==> src/mep_pkg.sv <==
package mep_pkg;

    localparam int PIXEL_COLUMNS = 8192;
    localparam int PIXEL_ROWS    = 8192;

    localparam int Q_W     = 32;
    localparam int STEP_W  = 31;
    localparam int CNT_W   = 16;
    localparam int IDX_W   = 13;
    localparam int DIV_STEPS = 16;

    localparam logic signed [31:0] REAL_ORIGIN_RST = -32'sd671088640;
    localparam logic [30:0]        REAL_STEP_RST   = 31'd122350;
    localparam logic signed [31:0] IMAG_ORIGIN_RST = -32'sd335544320;
    localparam logic [30:0]        IMAG_STEP_RST   = 31'd155381;
    localparam logic [15:0]        LIMIT_RST       = 16'd1000;

    localparam logic [63:0] FOUR_Q56 = 64'h0400_0000_0000_0000;

    localparam logic [16:0] K_RED   = 17'd2295;
    localparam logic [16:0] K_GREEN = 17'd3825;
    localparam logic [16:0] K_BLUE  = 17'd4335;

    typedef enum logic [2:0] {
        REG_REAL_ORIGIN = 3'd0,
        REG_REAL_STEP   = 3'd1,
        REG_IMAG_ORIGIN = 3'd2,
        REG_IMAG_STEP   = 3'd3,
        REG_LIMIT       = 3'd4
    } cfg_reg_t;

    typedef struct packed {
        logic        valid;
        logic [15:0] rem;
        logic [15:0] quo;
    } div_stage_t;

    function automatic logic signed [31:0] sat_q(input logic signed [63:0] v);
        logic signed [31:0] r;
        if (v > 64'sd2147483647)
            r = 32'sh7FFF_FFFF;
        else if (v < -64'sd2147483648)
            r = 32'sh8000_0000;
        else
            r = v[31:0];
        return r;
    endfunction

endpackage

==> src/mep_div_cell.sv <==
module mep_div_cell (
    input  logic                clk,
    input  logic                rst_n,
    input  logic [15:0]         divisor,
    input  mep_pkg::div_stage_t din,
    output mep_pkg::div_stage_t dout
);

    logic [16:0] shifted;
    logic [16:0] diff;
    logic        ge;

    assign shifted = {din.rem, 1'b0};
    assign ge      = shifted >= {1'b0, divisor};
    assign diff    = shifted - {1'b0, divisor};

    always_ff @(posedge clk or negedge rst_n)
    begin
        if (!rst_n)
        begin
            dout <= '0;
        end
        else
        begin
            dout.valid <= din.valid;
            dout.rem   <= ge ? diff[15:0] : shifted[15:0];
            dout.quo   <= {din.quo[14:0], ge};
        end
    end

endmodule

==> src/mep_color.sv <==
module mep_color (
    input  logic        clk,
    input  logic        rst_n,
    input  logic        start,
    input  logic [15:0] count,
    input  logic [15:0] limit,
    output logic        done,
    output logic [7:0]  red,
    output logic [7:0]  green,
    output logic [7:0]  blue
);

    typedef enum logic [1:0] {M_IDLE, M_LOAD, M_RUN} mstate_t;

    mep_pkg::div_stage_t stage [mep_pkg::DIV_STEPS+1];

    assign stage[0] = '{valid: start, rem: count, quo: 16'd0};

    for (genvar g = 0; g < mep_pkg::DIV_STEPS; g++)
    begin : g_div
        mep_div_cell u_cell (
            .clk     (clk),
            .rst_n   (rst_n),
            .divisor (limit),
            .din     (stage[g]),
            .dout    (stage[g+1])
        );
    end

    mstate_t     state_reg;
    logic [15:0] t_reg;
    logic [16:0] u_reg;
    logic [79:0] p_reg;
    logic [79:0] mcand_reg;
    logic [16:0] mplier_reg;
    logic [79:0] acc_reg;
    logic [4:0]  bit_reg;
    logic [2:0]  fac_reg;
    logic [1:0]  col_reg;
    logic        done_reg;
    logic [7:0]  red_reg;
    logic [7:0]  green_reg;
    logic [7:0]  blue_reg;

    logic [16:0] factor;
    logic [79:0] acc_next;

    always_comb
    begin
        if (fac_reg == 3'd4)
        begin
            unique case (col_reg)
                2'd0:    factor = mep_pkg::K_RED;
                2'd1:    factor = mep_pkg::K_GREEN;
                default: factor = mep_pkg::K_BLUE;
            endcase
        end
        else if (fac_reg < ({1'b0, col_reg} + 3'd1))
            factor = u_reg;
        else
            factor = {1'b0, t_reg};
    end

    assign acc_next = acc_reg + (mplier_reg[0] ? mcand_reg : 80'd0);

    always_ff @(posedge clk or negedge rst_n)
    begin
        if (!rst_n)
        begin
            state_reg  <= M_IDLE;
            done_reg   <= 1'b0;
            t_reg      <= '0;
            u_reg      <= '0;
            p_reg      <= '0;
            mcand_reg  <= '0;
            mplier_reg <= '0;
            acc_reg    <= '0;
            bit_reg    <= '0;
            fac_reg    <= '0;
            col_reg    <= '0;
            red_reg    <= '0;
            green_reg  <= '0;
            blue_reg   <= '0;
        end
        else
        begin
            done_reg <= (state_reg == M_RUN) && (bit_reg == 5'd16) && (fac_reg == 3'd4)
                        && (col_reg == 2'd2);
            unique case (state_reg)
                M_IDLE:
                begin
                    if (stage[mep_pkg::DIV_STEPS].valid)
                    begin
                        t_reg     <= stage[mep_pkg::DIV_STEPS].quo;
                        u_reg     <= 17'h10000 - {1'b0, stage[mep_pkg::DIV_STEPS].quo};
                        p_reg     <= 80'd1;
                        fac_reg   <= 3'd0;
                        col_reg   <= 2'd0;
                        state_reg <= M_LOAD;
                    end
                end
                M_LOAD:
                begin
                    mcand_reg  <= p_reg;
                    mplier_reg <= factor;
                    acc_reg    <= '0;
                    bit_reg    <= '0;
                    state_reg  <= M_RUN;
                end
                M_RUN:
                begin
                    acc_reg    <= acc_next;
                    mcand_reg  <= {mcand_reg[78:0], 1'b0};
                    mplier_reg <= {1'b0, mplier_reg[16:1]};
                    bit_reg    <= bit_reg + 5'd1;
                    if (bit_reg == 5'd16)
                    begin
                        if (fac_reg == 3'd4)
                        begin
                            p_reg   <= 80'd1;
                            fac_reg <= 3'd0;
                            unique case (col_reg)
                                2'd0:    red_reg   <= acc_next[71:64];
                                2'd1:    green_reg <= acc_next[71:64];
                                default: blue_reg  <= acc_next[72:65];
                            endcase
                            if (col_reg == 2'd2)
                                state_reg <= M_IDLE;
                            else
                            begin
                                col_reg   <= col_reg + 2'd1;
                                state_reg <= M_LOAD;
                            end
                        end
                        else
                        begin
                            p_reg     <= acc_next;
                            fac_reg   <= fac_reg + 3'd1;
                            state_reg <= M_LOAD;
                        end
                    end
                end
                default:
                    state_reg <= M_IDLE;
            endcase
        end
    end

    assign done  = done_reg;
    assign red   = red_reg;
    assign green = green_reg;
    assign blue  = blue_reg;

endmodule

==> config.mk <==
export PLATFORM = sky130hd
export DESIGN_NAME = mep_color
export DESIGN_NICKNAME = d
export VERILOG_FILES = /design/src/mep_pkg.sv /design/src/mep_div_cell.sv /design/src/mep_color.sv
export SDC_FILE = /design/constraint.sdc
export NUM_CORES = 2
export LEC_CHECK = 0
export BUFFER_PORTS_ARGS = -buffer_cell sky130_fd_sc_hd__buf_2
export CAP_MARGIN = 10
export CORE_ASPECT_RATIO = 0.6
export CORE_UTILIZATION = 25
export DETAILED_ROUTE_END_ITERATION = 10
export PLACE_DENSITY = 0.37
export SETUP_SLACK_MARGIN = 0.4
export SLEW_MARGIN = 20
export SYNTH_ARGS = -nofsm -noshare
export SYNTH_HDL_FRONTEND = slang
export SYNTH_SLANG_ARGS = --single-unit
export TNS_END_PERCENT = 10
==> constraint.sdc <==
create_clock -name clk -period 5 [get_ports clk]
set_input_delay 1.5 -clock clk [delete_from_list [all_inputs] [get_ports clk]]
set_output_delay 1.5 -clock clk [all_outputs]
set_load 0.02 [all_outputs]
== Word level (Yosys, flattened, before mapping) ==
Index checks and enable logic that the tools add are counted.
W data, S select, Z words.

* Magnitude comparators: 17
* Bitwise operators: 1
* Reduce and logical (&&, ||, !) cells: 15
* Multiplexer cells: 41
* Equal/unequal tests: 10
* $add $sub $neg: 21

{| class="wikitable"
|+ Operator list
! operator !! count
|-
| $pmux W80 S2 || 3
|-
| $mux W80 || 4
|-
| $ge A17 B16 Y1 || 16
|-
| $mux W16 || 15
|-
| $sub A16 B16 Y16 || 15
|-
| $add A80 B80 Y80 || 1
|-
| $mux W17 || 2
|-
| $pmux W17 S2 || 1
|-
| $pmux W13 S2 || 1
|-
| $sub A17 B16 Y17 const A || 1
|-
| $mux W2 || 7
|-
| $reduce_and A4 Y1 || 3
|-
| $pmux W5 S2 || 1
|-
| $mux W3 || 3
|-
| $ne A2 B1 Y1 const B || 3
|-
| $pmux W2 S3 || 1
|-
| $pmux W3 S2 || 1
|-
| $add A5 B1 Y5 const B || 1
|-
| $eq A5 B5 Y1 const B || 1
|-
| $reduce_and A5 Y1 || 1
|-
| $eq A2 B1 Y1 const B || 2
|-
| $eq A2 B2 Y1 const B || 2
|-
| $logic_not A2 Y1 || 2
|-
| $pmux W2 S2 || 1
|-
| other kinds (13) || 17
|}

* Word-level logic and storage cells: 166
* Input port bits: 35
* Register bits: 719
* Output and inout bits: 25

== Logic depth before layout (Yosys ltp) ==
* Depth after elaboration: 5
* Gate-level depth with buffers: 15
* Depth with buffers taken out: 14

== Modules after synthesis ==
A second synthesis with hierarchy kept.

* Cells, all modules: 4,890
* Area, all modules: 49,187.2 um2

{| class="wikitable"
|+ By module, submodules not included
! module !! times used !! cells an instance !! seq. area each (um2) !! area an instance (um2)
|-
| mep_div_cell || 16 || 187 || 825.8 || 1,976.9
|-
| mep_color || 1 || 1,898 || 7,632.3 || 17,556.8
|}

== Worst setup path before layout ==
OpenSTA, ideal clock, no wires.

* Path type: in2reg
* From: input limit[1]
* To: register g_div[0].u_cell.dout[24] in the netlist's numbering
* Required time: 4.875 ns
* Data arrival time: 4.189 ns
* Path slack: 0.686 ns
* Library setup time: 0.125 ns
* Path buffers: 1
* Stages: 13
* Path through: inv_1 -> ha_1 -> nor2b_1 -> o21ai_0 -> a21oi_1 -> a211oi_1 -> o21bai_1 -> a21oi_1 -> o21ai_0 -> a31oi_1 -> o21ai_1 -> buf_2 -> mux2_2

* Cells in the longest elaborated chain, start to end: 2
* Elaborated cells on any way between the ends: 3
* Classes of those cells: add/sub (1); order compare (1); mux (1)

{| class="wikitable"
|+ Ends and longest elaborated chain
! item !! RTL line !! source
|-
| from (decl) || mep_color.sv:6 || <nowiki>input logic [15:0] limit,</nowiki>
|-
| $ge A17 B16 Y1 || mep_div_cell.sv:14 || <nowiki>assign ge = shifted >= {1'b0, divisor};</nowiki>
|-
| via g_div[0].u_cell.ge || mep_div_cell.sv:11 || <nowiki>logic ge;</nowiki>
|-
| $mux W16 || mep_div_cell.sv:26 || <nowiki>dout.rem <= ge ? diff[15:0] : shifted[15:0];</nowiki>
|-
| to (decl) || mep_div_cell.sv:6 || <nowiki>output mep_pkg::div_stage_t dout</nowiki>
|}

The timed path passes the listed nets, and every way through them passes these cells.
A chain may end at the register's enable or synchronous reset.

== Worst setup path after layout ==
* From: register mplier_reg[0]
* To: register blue_reg[7] (netlist: blue[7])

* Cells in the longest elaborated chain, start to end: 2

{| class="wikitable"
|+ Ends and longest elaborated chain
! item !! RTL line !! source
|-
| from (decl) || mep_color.sv:35 || <nowiki>logic [16:0] mplier_reg;</nowiki>
|-
| from (signal assigned) || mep_color.sv:105 || <nowiki>mplier_reg <= factor;</nowiki>
|-
| from (signal assigned) || mep_color.sv:114 || <nowiki>mplier_reg <= {1'b0, mplier_reg[16:1]};</nowiki>
|-
| $mux W80 || mep_color.sv:64 || <nowiki>assign acc_next = acc_reg + (mplier_reg[0] ? mcand_reg : 80'd0);</nowiki>
|-
| $add A80 B80 Y80 || mep_color.sv:64 ||
|-
| to (signal assigned) || mep_color.sv:125 || <nowiki>default: blue_reg <= acc_next[72:65];</nowiki>
|-
| to (decl) || mep_color.sv:43 || <nowiki>logic [7:0] blue_reg;</nowiki>
|}

Every way passes these cells.

==> impl_metrics.py <==
metrics = {
    "detailed_routing": {
        "drc": 0,
        "viasPerCell": 4.69,
        "routedWlPerCell_um": 19.1,
        "num_vias": 29800,
        "drt_first_iter_violations": 1855,
        "met1_length_um": 69700,
        "wirelength_um": 121000,
        "ant_nets": 0,
        "wl_met2_um": 45400,
        "first_pass_iters": 7,
        "wl_met3_um": 4450,
        "top_layer": "met5",
    },
    "worst_hold_path": {
        "holdPathEnd": "g_div[15].u_cell.dout[3]",
        "min_from": "g_div[14].u_cell.dout[2]",
        "hold_class": "flop to flop",
        "worstHoldPathCells": 0,
    },
    "critical_path": {
        "ff2ff_setup_slack_ns": 0.61,
        "cp_data_arrival_time_ns": 5.01,
        "r2r.worst_path.cells": 17,
        "start_kind": "flop",
        "crit_path_frequent_cell": "buf_4",
        "path_cells": "and2_1, ha_1, inv_1, fa_1, nor2b_1, o211ai_1, a21boi_0, buf_4, o31a_2, buf_4, a2111oi_4, o21ai_2, a21oi_4, o41ai_1, buf_4, or4b_1, nand3_1",
        "cp.depth": 17,
        "worst_r2r_endpoint": "blue[7]",
        "cpMaxStageDelayCell": "dfrtp_4",
        "endpoint_kind": "flop",
        "crit_type": "flop to flop",
        "max_stage_delay_ns": 0.62,
        "timing.rr.start": "mplier_reg[0]",
        "worst-path-max-fanout": 21,
        "cp.required_ns": 5.62,
        "path_buf_inv": 4,
        "path_delay_family": "compound AO/OA/AOI/OAI gates",
    },
    "logic_synthesis": {
        "async_flop_share_pct": 100,
        "synth_edf_count": 0,
        "synth_fp_nets": 4432,
        "ys_ff_latch": 697,
        "yosysSeqAreaShare_pct": 42.6,
        "syn_avg_cell_area_um2": 10.1,
        "synth.distinct_cells": 80,
        "netlist_area_um2": 40900,
        "netlist_instances": 4038,
        "ys_warn_count": 0,
        "ys.flop_type": "dfrtp_1",
    },
    "timing": {
        "hold_viol": 0,
        "setup_viol": 0,
        "setup_ws_ns": 0.610,
        "max_freq_mhz": 228,
        "rsz0062_at_grt": "true",
        "min_period_ns": 4.39,
        "final.setup.tns_ns": 0,
        "drv_slew": 0,
        "finClkSkew_ns": 0.0349,
        "relSlewSlack_pct": 32.0,
        "period_share_pct": 87.8,
        "worstMarginPinSlew_ns": 1.02,
    },
    "clocking": {
        "h-tree-depth": 3,
        "clk_pin_slew_ns": 0.07,
        "numClockSinks": 697,
        "clock_path_buffers": 3,
        "cts_tree": "built",
        "cts_buffers": 74,
        "ctsRootBufferMaster": "clkbuf_16",
        "clk_latency_ns": 0.69,
    },
    "global_routing": {
        "grt_max_degree": 109,
        "grtUsageTotal_pct": 14.8,
        "grt_pass1_wl_um": 189000,
        "first_global_vias": 29800,
        "antenna_found_initial": 3,
        "gr-total-overflow": 0,
    },
    "pwr": {
        "seqPwrFrac_pct": 31.0,
        "power.density_nw_per_um2": 664,
        "clkPwrFrac_pct": 19.3,
        "power_leakage_nw": 21.3,
        "peakVddDrop_v": 0.000519,
        "netSwitchingFraction_pct": 41.3,
        "internal_power_mw": 18.4,
        "p_comb_share_pct": 49.6,
        "p_switching_mw": 12.9,
    },
    "floorplan": {
        "ios": 60,
        "dieArea_um2": 165000,
        "initial_core_util_pct": 25.3,
        "dieHeight_um": 315,
        "row_count": 114,
        "coreArea_um2": 162000,
        "fp.dieW_um": 524,
    },
    "finish": {
        "synthToLayoutAreaGrowth_pct": 15.2,
        "fin_nets": 4541,
        "registers.top_by_ff_count": "g_div.u_cell.dout",
        "final_util_pct": 29.2,
        "drive_above_1_share_pct": 14.2,
        "largest_reg_flops": 392,
    },
    "place": {
        "place_ws_ns": 0.149,
        "portBuffers": 59,
        "place.detailed.hpwl_um": 87400,
        "gp_congestion": 0.799,
    },
    "outcome": {
        "status": "finished clean",
    },
    "run": {
        "maxCapViolCount": 0,
    },
}
==> cell type report <==
type | count | area, um^2
timing repair buffer | 186 | 1510
sequential | 697 | 17400
fill | 16900 | 115000
clock inverter | 38 | 495
antenna | 1 | 2.50
tap | 2146 | 2690
inverter | 202 | 758
multi-input combinational | 2986 | 22200
clock buffer | 97 | 2080
==> power by group through the flow <==
stage,Sequential (mW),Combinational (mW),Clock (mW)
floorplan,8.98,11.7,0
global placement,9.91,15.5,0
detailed placement,9.83,15.5,0
CTS,9.75,15.6,6.28
global route,10.0,17.4,6.50
finish,9.72,15.5,6.06
==> placed cells by master, fill, tap and decap left out, types with 12 or more instances in the layout <==
cell type  instances
xor2_1            83
dfrtp_1          696
a211o_1           12
nor2b_1           50
a221oi_1          13
a22o_1           118
o21bai_1          52
clkbuf_8          12
o21ai_1           29
clkinv_2          16
nand3_1           62
and2_1            89
nand2_1          240
clkbuf_16         75
o2111ai_1         17
o21ai_0          172
a31oi_1           27
a21boi_0          35
nor3_1            66
mux2_2           248
a21oi_1          321
buf_4            107
nor4_1            24
nand4_1           91
nor2_1           291
a211oi_1          27
buf_12            20
mux2i_1          101
xnor2_1          144
o21a_1            34
buf_2             58
nand2b_1          23
fa_1              16
and3_1            25
a21o_1            92
inv_1            201
ha_1             341
==> logic make-up after synthesis <==
family,share of synthesized area [%]
compound gates,16.5
flops,42.6
buf+inv,3.34
xor+xnor,4.88
fa+ha+maj,11.3
simple gates,12.1
mux,9.29
==> cell usage after synthesis (12+ instances only) <==
cell	number	area (um^2)
dfrtp_1	697	17400
ha_1	343	4290
a21oi_1	321	1610
nor2_1	291	1090
mux2_2	248	2790
nand2_1	240	901
inv_1	202	758
o21ai_0	173	866
xnor2_1	145	1270
a22o_1	118	1030
clkbuf_1	113	424
mux2i_1	101	1010
a21o_1	92	691
nand4_1	91	569
and2_1	90	563
xor2_1	83	727
nor3_1	66	330
nand3_1	62	310
o21bai_1	52	390
nor2b_1	50	313
a21boi_0	35	263
o21a_1	34	255
o21ai_1	31	155
a211oi_1	27	203
a31oi_1	27	169
buf_2	27	135
and3_1	26	163
nor4_1	24	150
nand2b_1	23	144
o2111ai_1	17	149
fa_1	16	320
a221oi_1	13	114
a211o_1	12	105
buf_1	12	45.0
==> per-stage QoR <==
step	area (um^2)	instances	total power [mW]	hold slack [ns]
finish	47200	6353	31.3	0.342
global route	47200	6353	33.9	0.349
CTS	47100	6352	31.7	0.340
detailed placement	44600	6217	25.3	0.335
global placement	44600	6217	25.4	0.331
floorplan	40900	4038	20.7	0.331
==> worst reg2reg max path, stage by stage (launching register included) <==
cell	delay, ns
dfrtp_4	0.62
and2_1	0.20
ha_1	0.20
inv_1	0.07
fa_1	0.24
nor2b_1	0.09
o211ai_1	0.17
a21boi_0	0.11
buf_4	0.15
o31a_2	0.30
buf_4	0.17
a2111oi_4	0.55
o21ai_2	0.20
a21oi_4	0.28
o41ai_1	0.18
buf_4	0.18
or4b_1	0.52
nand3_1	0.09
==> repair_timing <==
| action | in CTS | in global routing |
|---|---|---|
| buffers inserted | 0 | 0 |
| hold buffers | 0 | 0 |
| setup endpoints to repair | 0 | 25 |
| resized for setup | 0 | 3 |
==> how the worst max path moves through the flow <==
stage                             start                        end  slack, ns
final                     mplier_reg[0]                    blue[7]       0.61
after detailed placement       limit[4]   g_div[5].u_cell.dout[17]       0.15
after floorplan                limit[1]   g_div[0].u_cell.dout[24]       0.69
after CTS                 mplier_reg[0]                  p_reg[48]       0.51
after global routing      mplier_reg[0]                    blue[7]       0.32
after global placement         limit[2]  g_div[13].u_cell.dout[19]       0.16
==> per-layer routing <==
layer | vias to the layer above | track usage (%)
met5 | - | 0
met4 | 2 | 2.83
met3 | 124 | 2.41
met2 | 426 | 19.3
met1 | 14500 | 24.6
li1 | 14800 | -
Note: power is estimated with default switching activity, not from simulation.
